--- src/spbc_pkg.sv ---
// shared types, codes and defaults of the soft power button controller
// no dependencies
`default_nettype none

package spbc_pkg;

    localparam int ALIVE_LOSS_TICKS_DEF = 300;
    localparam int STATE_COUNT_CAP_DEF  = 10000;
    localparam int HOLD_COUNT_WIDTH_DEF = 16;

    localparam int AliveCntW = 9;
    localparam int StateCntW = 14;
    localparam int PressW    = 16;
    localparam int CfgIdxW   = 4;
    localparam int CfgDataW  = 16;

    localparam logic [CfgIdxW-1:0] CFG_CLICK_MIN  = 4'd0;
    localparam logic [CfgIdxW-1:0] CFG_CLICK_MAX  = 4'd1;
    localparam logic [CfgIdxW-1:0] CFG_SHORT      = 4'd2;
    localparam logic [CfgIdxW-1:0] CFG_MIDDLE     = 4'd3;
    localparam logic [CfgIdxW-1:0] CFG_LONG       = 4'd4;
    localparam logic [CfgIdxW-1:0] CFG_WAIT_ACK   = 4'd5;
    localparam logic [CfgIdxW-1:0] CFG_OFF_DELAY  = 4'd6;
    localparam logic [CfgIdxW-1:0] CFG_DEAD_GRACE = 4'd7;

    localparam logic [2:0] EV_NONE   = 3'd0;
    localparam logic [2:0] EV_CLICK  = 3'd1;
    localparam logic [2:0] EV_SHORT  = 3'd2;
    localparam logic [2:0] EV_MIDDLE = 3'd3;
    localparam logic [2:0] EV_LONG   = 3'd4;

    localparam logic [1:0] CMD_NONE     = 2'd0;
    localparam logic [1:0] CMD_POWEROFF = 2'd1;
    localparam logic [1:0] CMD_CONFIRM  = 2'd2;
    localparam logic [1:0] CMD_CANCEL   = 2'd3;

    localparam logic [1:0] MODE_OFF     = 2'd0;
    localparam logic [1:0] MODE_ON      = 2'd1;
    localparam logic [1:0] MODE_WAITING = 2'd2;
    localparam logic [1:0] MODE_READY   = 2'd3;

    typedef struct packed {
        logic [PressW-1:0]    click_min;
        logic [PressW-1:0]    click_max;
        logic [PressW-1:0]    short_press;
        logic [PressW-1:0]    middle_press;
        logic [PressW-1:0]    long_press;
        logic [StateCntW-1:0] wait_ack;
        logic [StateCntW-1:0] off_delay;
        logic [StateCntW-1:0] dead_grace;
    } t_cfg;

    typedef struct packed {
        logic [1:0] mode;
        logic       boost;
        logic       charge;
        logic       sys_path_low;
    } t_pwr;

endpackage

`default_nettype wire

--- src/spbc_cfg.sv ---
// configuration register file
// depends on spbc_pkg
`default_nettype none

module spbc_cfg (
    input  wire logic                          i_clk,
    input  wire logic                          i_rst_n,
    input  wire logic                          i_wr,
    input  wire logic [spbc_pkg::CfgIdxW-1:0]  i_index,
    input  wire logic [spbc_pkg::CfgDataW-1:0] i_data,
    output spbc_pkg::t_cfg                     o_cfg
);

    spbc_pkg::t_cfg r_cfg;

    always_ff @(posedge i_clk) begin
        if (!i_rst_n) begin
            r_cfg.click_min    <= 16'd10;
            r_cfg.click_max    <= 16'd50;
            r_cfg.short_press  <= 16'd150;
            r_cfg.middle_press <= 16'd250;
            r_cfg.long_press   <= 16'd800;
            r_cfg.wait_ack     <= 14'd500;
            r_cfg.off_delay    <= 14'd1200;
            r_cfg.dead_grace   <= 14'd200;
        end else if (i_wr) begin
            case (i_index)
                spbc_pkg::CFG_CLICK_MIN:  r_cfg.click_min    <= i_data;
                spbc_pkg::CFG_CLICK_MAX:  r_cfg.click_max    <= i_data;
                spbc_pkg::CFG_SHORT:      r_cfg.short_press  <= i_data;
                spbc_pkg::CFG_MIDDLE:     r_cfg.middle_press <= i_data;
                spbc_pkg::CFG_LONG:       r_cfg.long_press   <= i_data;
                spbc_pkg::CFG_WAIT_ACK:   r_cfg.wait_ack     <= i_data[spbc_pkg::StateCntW-1:0];
                spbc_pkg::CFG_OFF_DELAY:  r_cfg.off_delay    <= i_data[spbc_pkg::StateCntW-1:0];
                spbc_pkg::CFG_DEAD_GRACE: r_cfg.dead_grace   <= i_data[spbc_pkg::StateCntW-1:0];
                default: begin
                end
            endcase
        end
    end

    assign o_cfg = r_cfg;

endmodule

`default_nettype wire

--- src/spbc_key.sv ---
// key hold counter and press/click event decode
// depends on spbc_pkg
`default_nettype none

module spbc_key #(
    parameter int HOLD_COUNT_WIDTH = spbc_pkg::HOLD_COUNT_WIDTH_DEF
) (
    input  wire logic           i_clk,
    input  wire logic           i_rst_n,
    input  wire logic           i_step,
    input  wire logic           i_key,
    input  spbc_pkg::t_cfg      i_cfg,
    output logic [2:0]          o_event
);

    localparam int CmpW = (HOLD_COUNT_WIDTH > spbc_pkg::PressW) ? HOLD_COUNT_WIDTH
                                                                : spbc_pkg::PressW;

    logic [HOLD_COUNT_WIDTH-1:0] r_hold;
    logic [HOLD_COUNT_WIDTH-1:0] n_hold;
    logic [CmpW-1:0]             hold_old;
    logic [CmpW-1:0]             hold_new;
    logic                        click;

    always_comb begin
        hold_old = CmpW'(r_hold);
        click    = 1'b0;
        if (i_key) begin
            n_hold = (&r_hold) ? r_hold : HOLD_COUNT_WIDTH'(r_hold + 1'b1);
        end else begin
            click  = (hold_old >= CmpW'(i_cfg.click_min)) &&
                     (hold_old <  CmpW'(i_cfg.click_max));
            n_hold = '0;
        end
        hold_new = CmpW'(n_hold);
        if (hold_new == CmpW'(i_cfg.short_press)) begin
            o_event = spbc_pkg::EV_SHORT;
        end else if (hold_new == CmpW'(i_cfg.middle_press)) begin
            o_event = spbc_pkg::EV_MIDDLE;
        end else if (hold_new == CmpW'(i_cfg.long_press)) begin
            o_event = spbc_pkg::EV_LONG;
        end else if (click) begin
            o_event = spbc_pkg::EV_CLICK;
        end else begin
            o_event = spbc_pkg::EV_NONE;
        end
    end

    always_ff @(posedge i_clk) begin
        if (!i_rst_n) begin
            r_hold <= '0;
        end else if (i_step) begin
            r_hold <= n_hold;
        end
    end

endmodule

`default_nettype wire

--- src/spbc_beat.sv ---
// host heartbeat loss counter and alive flag
// depends on spbc_pkg
`default_nettype none

module spbc_beat #(
    parameter int ALIVE_LOSS_TICKS = spbc_pkg::ALIVE_LOSS_TICKS_DEF
) (
    input  wire logic i_clk,
    input  wire logic i_rst_n,
    input  wire logic i_step,
    input  wire logic i_pin,
    output logic      o_alive
);

    localparam logic [spbc_pkg::AliveCntW-1:0] LossLimit =
        spbc_pkg::AliveCntW'(ALIVE_LOSS_TICKS);

    logic [spbc_pkg::AliveCntW-1:0] r_loss;
    logic [spbc_pkg::AliveCntW-1:0] n_loss;
    logic                           r_alive;

    always_comb begin
        o_alive = r_alive;
        if (i_pin) begin
            n_loss  = '0;
            o_alive = 1'b1;
        end else if (!(&r_loss)) begin
            n_loss = spbc_pkg::AliveCntW'(r_loss + 1'b1);
        end else begin
            n_loss = r_loss;
        end
        if (n_loss >= LossLimit) begin
            n_loss  = LossLimit;
            o_alive = 1'b0;
        end
    end

    always_ff @(posedge i_clk) begin
        if (!i_rst_n) begin
            r_loss  <= '0;
            r_alive <= 1'b0;
        end else if (i_step) begin
            r_loss  <= n_loss;
            r_alive <= o_alive;
        end
    end

endmodule

`default_nettype wire

--- src/spbc_power.sv ---
// power mode machine with per-state tick counter and enable pins
// depends on spbc_pkg
`default_nettype none

module spbc_power #(
    parameter int STATE_COUNT_CAP = spbc_pkg::STATE_COUNT_CAP_DEF
) (
    input  wire logic       i_clk,
    input  wire logic       i_rst_n,
    input  wire logic       i_step,
    input  wire logic [2:0] i_event,
    input  wire logic [1:0] i_cmd,
    input  wire logic       i_alive,
    input  spbc_pkg::t_cfg  i_cfg,
    output spbc_pkg::t_pwr  o_pwr
);

    typedef enum logic [1:0] {
        ST_OFF     = spbc_pkg::MODE_OFF,
        ST_ON      = spbc_pkg::MODE_ON,
        ST_WAITING = spbc_pkg::MODE_WAITING,
        ST_READY   = spbc_pkg::MODE_READY
    } t_mode;

    localparam logic [spbc_pkg::StateCntW-1:0] CountCap =
        spbc_pkg::StateCntW'(STATE_COUNT_CAP);

    t_mode                           r_mode;
    t_mode                           n_mode;
    logic [spbc_pkg::StateCntW-1:0]  r_cnt;
    logic [spbc_pkg::StateCntW-1:0]  n_cnt;
    logic [spbc_pkg::StateCntW-1:0]  cnt_inc;
    logic                            r_boost;
    logic                            n_boost;
    logic                            r_charge;
    logic                            n_charge;
    logic                            r_path_low;
    logic                            n_path_low;
    logic                            off_cmd;

    always_comb begin
        n_mode     = r_mode;
        n_boost    = r_boost;
        n_charge   = r_charge;
        n_path_low = r_path_low;
        cnt_inc    = (r_cnt < CountCap) ? spbc_pkg::StateCntW'(r_cnt + 1'b1) : r_cnt;
        n_cnt      = cnt_inc;
        off_cmd    = (i_cmd == spbc_pkg::CMD_POWEROFF) || (i_cmd == spbc_pkg::CMD_CONFIRM);
        case (r_mode)
            ST_OFF: begin
                n_boost    = 1'b0;
                n_charge   = 1'b0;
                n_path_low = 1'b1;
                if (i_event == spbc_pkg::EV_SHORT) begin
                    n_mode = ST_ON;
                    n_cnt  = '0;
                end
            end
            ST_ON: begin
                n_boost    = 1'b1;
                n_charge   = 1'b1;
                n_path_low = 1'b0;
                if (i_event == spbc_pkg::EV_LONG || off_cmd) begin
                    n_mode = ST_READY;
                    n_cnt  = '0;
                end else if (i_event == spbc_pkg::EV_MIDDLE) begin
                    n_mode = ST_WAITING;
                    n_cnt  = '0;
                end else if (!i_alive && cnt_inc >= i_cfg.dead_grace) begin
                    n_mode = ST_OFF;
                    n_cnt  = '0;
                end
            end
            ST_WAITING: begin
                if (i_event == spbc_pkg::EV_LONG || off_cmd) begin
                    n_mode = ST_READY;
                    n_cnt  = '0;
                end else if (i_cmd == spbc_pkg::CMD_CANCEL || cnt_inc > i_cfg.wait_ack) begin
                    n_mode = ST_ON;
                    n_cnt  = '0;
                end
            end
            ST_READY: begin
                if (cnt_inc >= i_cfg.off_delay || !i_alive) begin
                    n_mode = ST_OFF;
                    n_cnt  = '0;
                end
            end
            default: begin
                n_mode = ST_OFF;
                n_cnt  = '0;
            end
        endcase
    end

    always_ff @(posedge i_clk) begin
        if (!i_rst_n) begin
            r_mode     <= ST_OFF;
            r_cnt      <= '0;
            r_boost    <= 1'b0;
            r_charge   <= 1'b0;
            r_path_low <= 1'b1;
        end else if (i_step) begin
            r_mode     <= n_mode;
            r_cnt      <= n_cnt;
            r_boost    <= n_boost;
            r_charge   <= n_charge;
            r_path_low <= n_path_low;
        end
    end

    assign o_pwr.mode         = n_mode;
    assign o_pwr.boost        = n_boost;
    assign o_pwr.charge       = n_charge;
    assign o_pwr.sys_path_low = n_path_low;

endmodule

`default_nettype wire

--- src/soft_power_button_controller.sv ---
// top level of the soft power button controller
// depends on spbc_pkg, spbc_cfg, spbc_key, spbc_beat, spbc_power
`default_nettype none

// One request is one 10 ms tick (key level, heartbeat pin, host command) and
// yields exactly one result. A tick is captured in an input register and
// evaluated from there into the result register once that register is free or
// being taken; a new tick is taken every clock as long as the result register
// is free or being taken, and o_in_stall rises only when a result waits and
// i_out_stall holds it. Configuration writes are always ready and take effect
// in the cycle after the write; indexes above seven are ignored and data is
// cut to the register width.
module soft_power_button_controller #(
    parameter int ALIVE_LOSS_TICKS = spbc_pkg::ALIVE_LOSS_TICKS_DEF,
    parameter int STATE_COUNT_CAP  = spbc_pkg::STATE_COUNT_CAP_DEF,
    parameter int HOLD_COUNT_WIDTH = spbc_pkg::HOLD_COUNT_WIDTH_DEF
) (
    input  wire logic                          i_clk,
    input  wire logic                          i_rst_n,
    input  wire logic                          i_in_valid,
    output logic                               o_in_stall,
    input  wire logic                          i_key_active,
    input  wire logic                          i_host_alive_pin,
    input  wire logic [1:0]                    i_host_cmd,
    output logic                               o_out_valid,
    input  wire logic                          i_out_stall,
    output logic [2:0]                         o_press_event,
    output logic [1:0]                         o_power_state,
    output logic                               o_boost_enable,
    output logic                               o_charge_enable,
    output logic                               o_sys_path_driven_low,
    output logic                               o_host_alive,
    input  wire logic                          i_cfg_valid,
    output logic                               o_cfg_ready,
    input  wire logic [spbc_pkg::CfgIdxW-1:0]  i_cfg_index,
    input  wire logic [spbc_pkg::CfgDataW-1:0] i_cfg_data
);

    spbc_pkg::t_cfg cfg;
    spbc_pkg::t_pwr pwr;

    logic       r_in_valid;
    logic       r_key;
    logic       r_pin;
    logic [1:0] r_cmd;
    logic       advance;
    logic       step;
    logic [2:0] event_code;
    logic       alive;

    logic       r_out_valid;
    logic [2:0] r_event;
    logic [1:0] r_state;
    logic       r_boost;
    logic       r_charge;
    logic       r_path_low;
    logic       r_alive;

    assign advance     = !r_out_valid || !i_out_stall;
    assign step        = r_in_valid && advance;
    assign o_in_stall  = r_in_valid && !advance;
    assign o_cfg_ready = 1'b1;

    spbc_cfg u_cfg (
        .i_clk   (i_clk),
        .i_rst_n (i_rst_n),
        .i_wr    (i_cfg_valid && o_cfg_ready),
        .i_index (i_cfg_index),
        .i_data  (i_cfg_data),
        .o_cfg   (cfg)
    );

    spbc_key #(
        .HOLD_COUNT_WIDTH (HOLD_COUNT_WIDTH)
    ) u_key (
        .i_clk   (i_clk),
        .i_rst_n (i_rst_n),
        .i_step  (step),
        .i_key   (r_key),
        .i_cfg   (cfg),
        .o_event (event_code)
    );

    spbc_beat #(
        .ALIVE_LOSS_TICKS (ALIVE_LOSS_TICKS)
    ) u_beat (
        .i_clk   (i_clk),
        .i_rst_n (i_rst_n),
        .i_step  (step),
        .i_pin   (r_pin),
        .o_alive (alive)
    );

    spbc_power #(
        .STATE_COUNT_CAP (STATE_COUNT_CAP)
    ) u_power (
        .i_clk   (i_clk),
        .i_rst_n (i_rst_n),
        .i_step  (step),
        .i_event (event_code),
        .i_cmd   (r_cmd),
        .i_alive (alive),
        .i_cfg   (cfg),
        .o_pwr   (pwr)
    );

    always_ff @(posedge i_clk) begin
        if (!i_rst_n) begin
            r_in_valid <= 1'b0;
        end else if (!o_in_stall) begin
            r_in_valid <= i_in_valid;
        end
    end

    always_ff @(posedge i_clk) begin
        if (i_in_valid && !o_in_stall) begin
            r_key <= i_key_active;
            r_pin <= i_host_alive_pin;
            r_cmd <= i_host_cmd;
        end
    end

    always_ff @(posedge i_clk) begin
        if (!i_rst_n) begin
            r_out_valid <= 1'b0;
        end else if (step) begin
            r_out_valid <= 1'b1;
        end else if (!i_out_stall) begin
            r_out_valid <= 1'b0;
        end
    end

    always_ff @(posedge i_clk) begin
        if (step) begin
            r_event    <= event_code;
            r_state    <= pwr.mode;
            r_boost    <= pwr.boost;
            r_charge   <= pwr.charge;
            r_path_low <= pwr.sys_path_low;
            r_alive    <= alive;
        end
    end

    assign o_out_valid           = r_out_valid;
    assign o_press_event         = r_event;
    assign o_power_state         = r_state;
    assign o_boost_enable        = r_boost;
    assign o_charge_enable       = r_charge;
    assign o_sys_path_driven_low = r_path_low;
    assign o_host_alive          = r_alive;

endmodule

`default_nettype wire

--- config.mk ---
export PLATFORM = sky130hd
export DESIGN_NAME = soft_power_button_controller
export DESIGN_NICKNAME = d
export VERILOG_FILES = /design/src/spbc_pkg.sv /design/src/spbc_cfg.sv /design/src/spbc_key.sv /design/src/spbc_beat.sv /design/src/spbc_power.sv /design/src/soft_power_button_controller.sv
export SDC_FILE = /design/constraint.sdc
export NUM_CORES = 1
export LEC_CHECK = 0
export ABC_AREA = 0
export BUFFER_PORTS_ARGS = -buffer_cell sky130_fd_sc_hd__buf_2
export CAP_MARGIN = 20
export CORE_MARGIN = 2
export CORE_UTILIZATION = 59
export CTS_BUF_LIST = sky130_fd_sc_hd__clkbuf_4
export DETAILED_ROUTE_END_ITERATION = 16
export PLACE_DENSITY = 0.83
export SYNTH_ARGS = -nofsm -noshare
export SYNTH_HDL_FRONTEND = slang
export SYNTH_HIERARCHICAL = 1
export SYNTH_SLANG_ARGS = --single-unit
--- constraint.sdc ---
create_clock -name i_clk -period 6.75 [get_ports i_clk]
set_clock_uncertainty 0.2 [all_clocks]
set_input_delay 0.3375 -clock i_clk [delete_from_list [all_inputs] [get_ports i_clk]]
set_output_delay 0.3375 -clock i_clk [all_outputs]
set_load 0.02 [all_outputs]
==> results_dict.tcl <==
set metrics [dict create \
    arrival_ns 6.10 \
    fin_crit_ns 5.78 \
    rsz0062_at_grt "false" \
    cts_inserted_buffers 17 \
    use_met2_pct 50.3 \
    die_h_um 145 \
    antenna_found_initial 1 \
    p_per_area_nw_per_um2 162 \
    synthTopCellsByArea "dfxtp_1 29%, mux2i_1 10%, ha_1 7.9%" \
    tightest_slew_ns 1.11 \
    routed_wl_um 34800 \
    power_frac_seq_pct 56.1 \
    vias 10508 \
    yosysWarnings 6 \
    syn_nets 1465 \
    setup_violations 0 \
    die_x_um 145 \
    top_usage_layer "met2" \
    ant_nets 0 \
    synth-seq-cells 182 \
    grt_max_degree 76 \
    holdCritPathClass "in2reg" \
    pin_count 41 \
    drtIter0Drc 1219 \
    grt_use_met1_pct 43.9 \
    p_int_mw 1.37 \
    vias_per_cell 6.37 \
    synthFlopType "dfxtp_1" \
    worstSetupStartpointType "register" \
    clock.fmax_mhz 173 \
    cts_num_sinks 182 \
    cap_violations 0 \
    layout-drive-gt1-share_pct 10.1 \
    power_frac_comb_pct 9.3 \
    layout_common_cells "177 x nand2_1, 169 x dfxtp_1, 117 x mux2i_1, 96 x inv_1, 74 x ha_1" \
    p_leak_nw 5.29 \
    coreArea_um2 19500 \
    syn_avg_cell_area_um2 8.63 \
    gp_congestion 1.03 \
    slew_violations 0 \
    hold_violations 0 \
    clock_latency_ns 0.61 \
    synth.yosys.seq_area_share_pct 32.1 \
    grt_usage_pct 32.3 \
    yosysUniqueCellTypes 108 \
    status "complete, no violations" \
    synth_top_cell_by_area "dfxtp_1" \
    drcViolationCount 0 \
    clk_path_buf_depth 2 \
    overflow 0 \
    cts_root_buffer "clkbuf_4" \
    dieArea_um2 21100 \
    synth_edf_count 13 \
    pwr-share-clk_pct 34.6 \
    dpl.hpwl_um 25300 \
    slew_headroom_pct 25.5 \
    switchingPower_uw 644 \
    drt_pass1_iterations 5 \
    synthArstFlopShare_pct 0 \
    fin_nets 1473 \
    use_met3_pct 6.92 \
    wl_per_cell_um 21.1 \
    synth_area_um2 11700 \
    worstPathMaxFanout 14 \
    start_util_pct 60.2 \
    syn_to_final_growth_pct 5.69 \
    cts_tree "done" \
    crit_path_end_kind "register" \
    cts_max_level 4 \
    grt_pass1_vias 9828 \
    ir_drop_mv 0.151 \
    finalPower_mw 2.01 \
    num_rows 51 \
    crit_type "reg2reg" \
    period_share_pct 85.7 \
    fin_tns_setup_ns 0 \
    synth_top_area_share_pct 28.8 \
    switching_share_pct 32.0 \
    cp.required_ns 7.07 \
    syn_inst 1362 \
    clk_pin_slew_worst_paths_ns 0.20 \
    grt_pass1_wl_um 53900 \
    layout_commonest_cell "nand2_1" \
    port_buffers 39 \
]
[cell usage after synthesis, drive strengths merged, types with 7 or more instances]
library cell,instances
a31oi,18
inv,96
nand2,181
a21oi,64
buf,48
a21boi,7
dfxtp,169
nor4,16
a211oi,26
xor2,19
xnor2,21
nor3,24
edfxtp,13
clkbuf,34
nor2b,43
and2,9
o211ai,11
nand2b,17
o21ai,52
mux2i,117
ha,74
o2111ai,7
a21o,12
nand3,52
and4,8
and3,17
o21a,14
nor2,52
nand4,33
[kinds of logic (layout without fill, tap and decap cells)]
logic type	count (synthesis)	count (layout)	synth area share, %
AOI/OAI and AO/OA	271	271	16.3
xor gates and xnor gates	41	41	3.24
adders and majority gates	74	74	7.88
buffers and inverters	181	202	7.64
DFF	182	182	32.1
muxes	123	123	10.5
other	1	2	0.0319
and+or+nand+nor	489	489	22.3
[state kept, by name (all words and copies together), names as in the netlist, 2 cells and up]
signal          cells
o_power_state       2
o_press_event       3
r_cmd               2
u_beat/r_loss       9
u_cfg/o_cfg       122
u_key/hold_old     16
u_power/r_cnt      14
u_power/r_mode      2
[layer usage]
layer	up-vias	share of wire (%)
li1	4892	-
met1	4987	43
met2	548	44
met3	81	9.6
met4	0	3.4
met5	-	0
[area by class of cell]
cell class                 count  area, um^2
fill                        1627        7110
multi-input combinational    999        7090
sequential                   182        3770
timing repair buffer          73         508
inverter                      97         364
tap                          265         332
clock inverter                15         220
clock buffer                  17         128
antenna                        1        2.50
[worst max-delay path, cell delays in order, from the launching register on]
cell and delay [ns]:
dfxtp_1 0.55, ha_1 0.40, nand3_1 0.49, nor4_4 0.72, o21ai_1 0.22, a2111oi_0 0.41
nand4_1 0.13, a2111oi_0 0.54, nand4_1 0.25, a21boi_1 0.31, nor2_1 0.08, a21oi_1 0.35
nor2b_1 0.24, nor3b_2 0.30, nor2b_1 0.08, buf_4 0.20, a211oi_1 0.21
[repair_timing]
| item | in CTS | in global routing |
|---|---|---|
| buffers inserted | 0 | 0 |
| resized for setup | 0 | 0 |
| hold buffers | 22 | 0 |
| endpoints found under the hold margin | 69 | 0 |
[final timing paths]
check / start / endpoint / slack, ns / depth (start not counted)
max: u_key/hold_old[1] / u_power/r_cnt[10] / 0.97 / 16
min: i_cfg_index[0] / u_cfg/o_cfg[51] / 0.07 / 4
max reg2reg: u_key/hold_old[1] / u_power/r_cnt[10] / 0.97 / 16
min reg2reg: u_cfg/o_cfg[99] / u_cfg/o_cfg[99] / 0.27 / 2
[power by group through the flow]
stage / Sequential (mW) / Combinational (mW) / Clock, mW
after global placement: 1.15 / 0.170 / 0
after global routing: 1.13 / 0.200 / 0.746
final: 1.13 / 0.187 / 0.696
after detailed placement: 1.15 / 0.172 / 0
after CTS: 1.13 / 0.183 / 0.700
after floorplan: 1.14 / 0.125 / 0
[through the flow]
step                      util, %  worst slack, ns  hold slack [ns]  cell area [um^2]  std cells
after floorplan                 -             2.49            0.209             11700       1362
after global placement       60.7             1.39            0.244             11800       1594
after detailed placement     60.7             1.20            0.250             11800       1594
after CTS                    63.6             1.13           0.0295             12400       1648
after global routing         63.6            0.480           0.0441             12400       1649
final                        63.6            0.965           0.0677             12400       1649
Power figures use the tool's default switching activity.
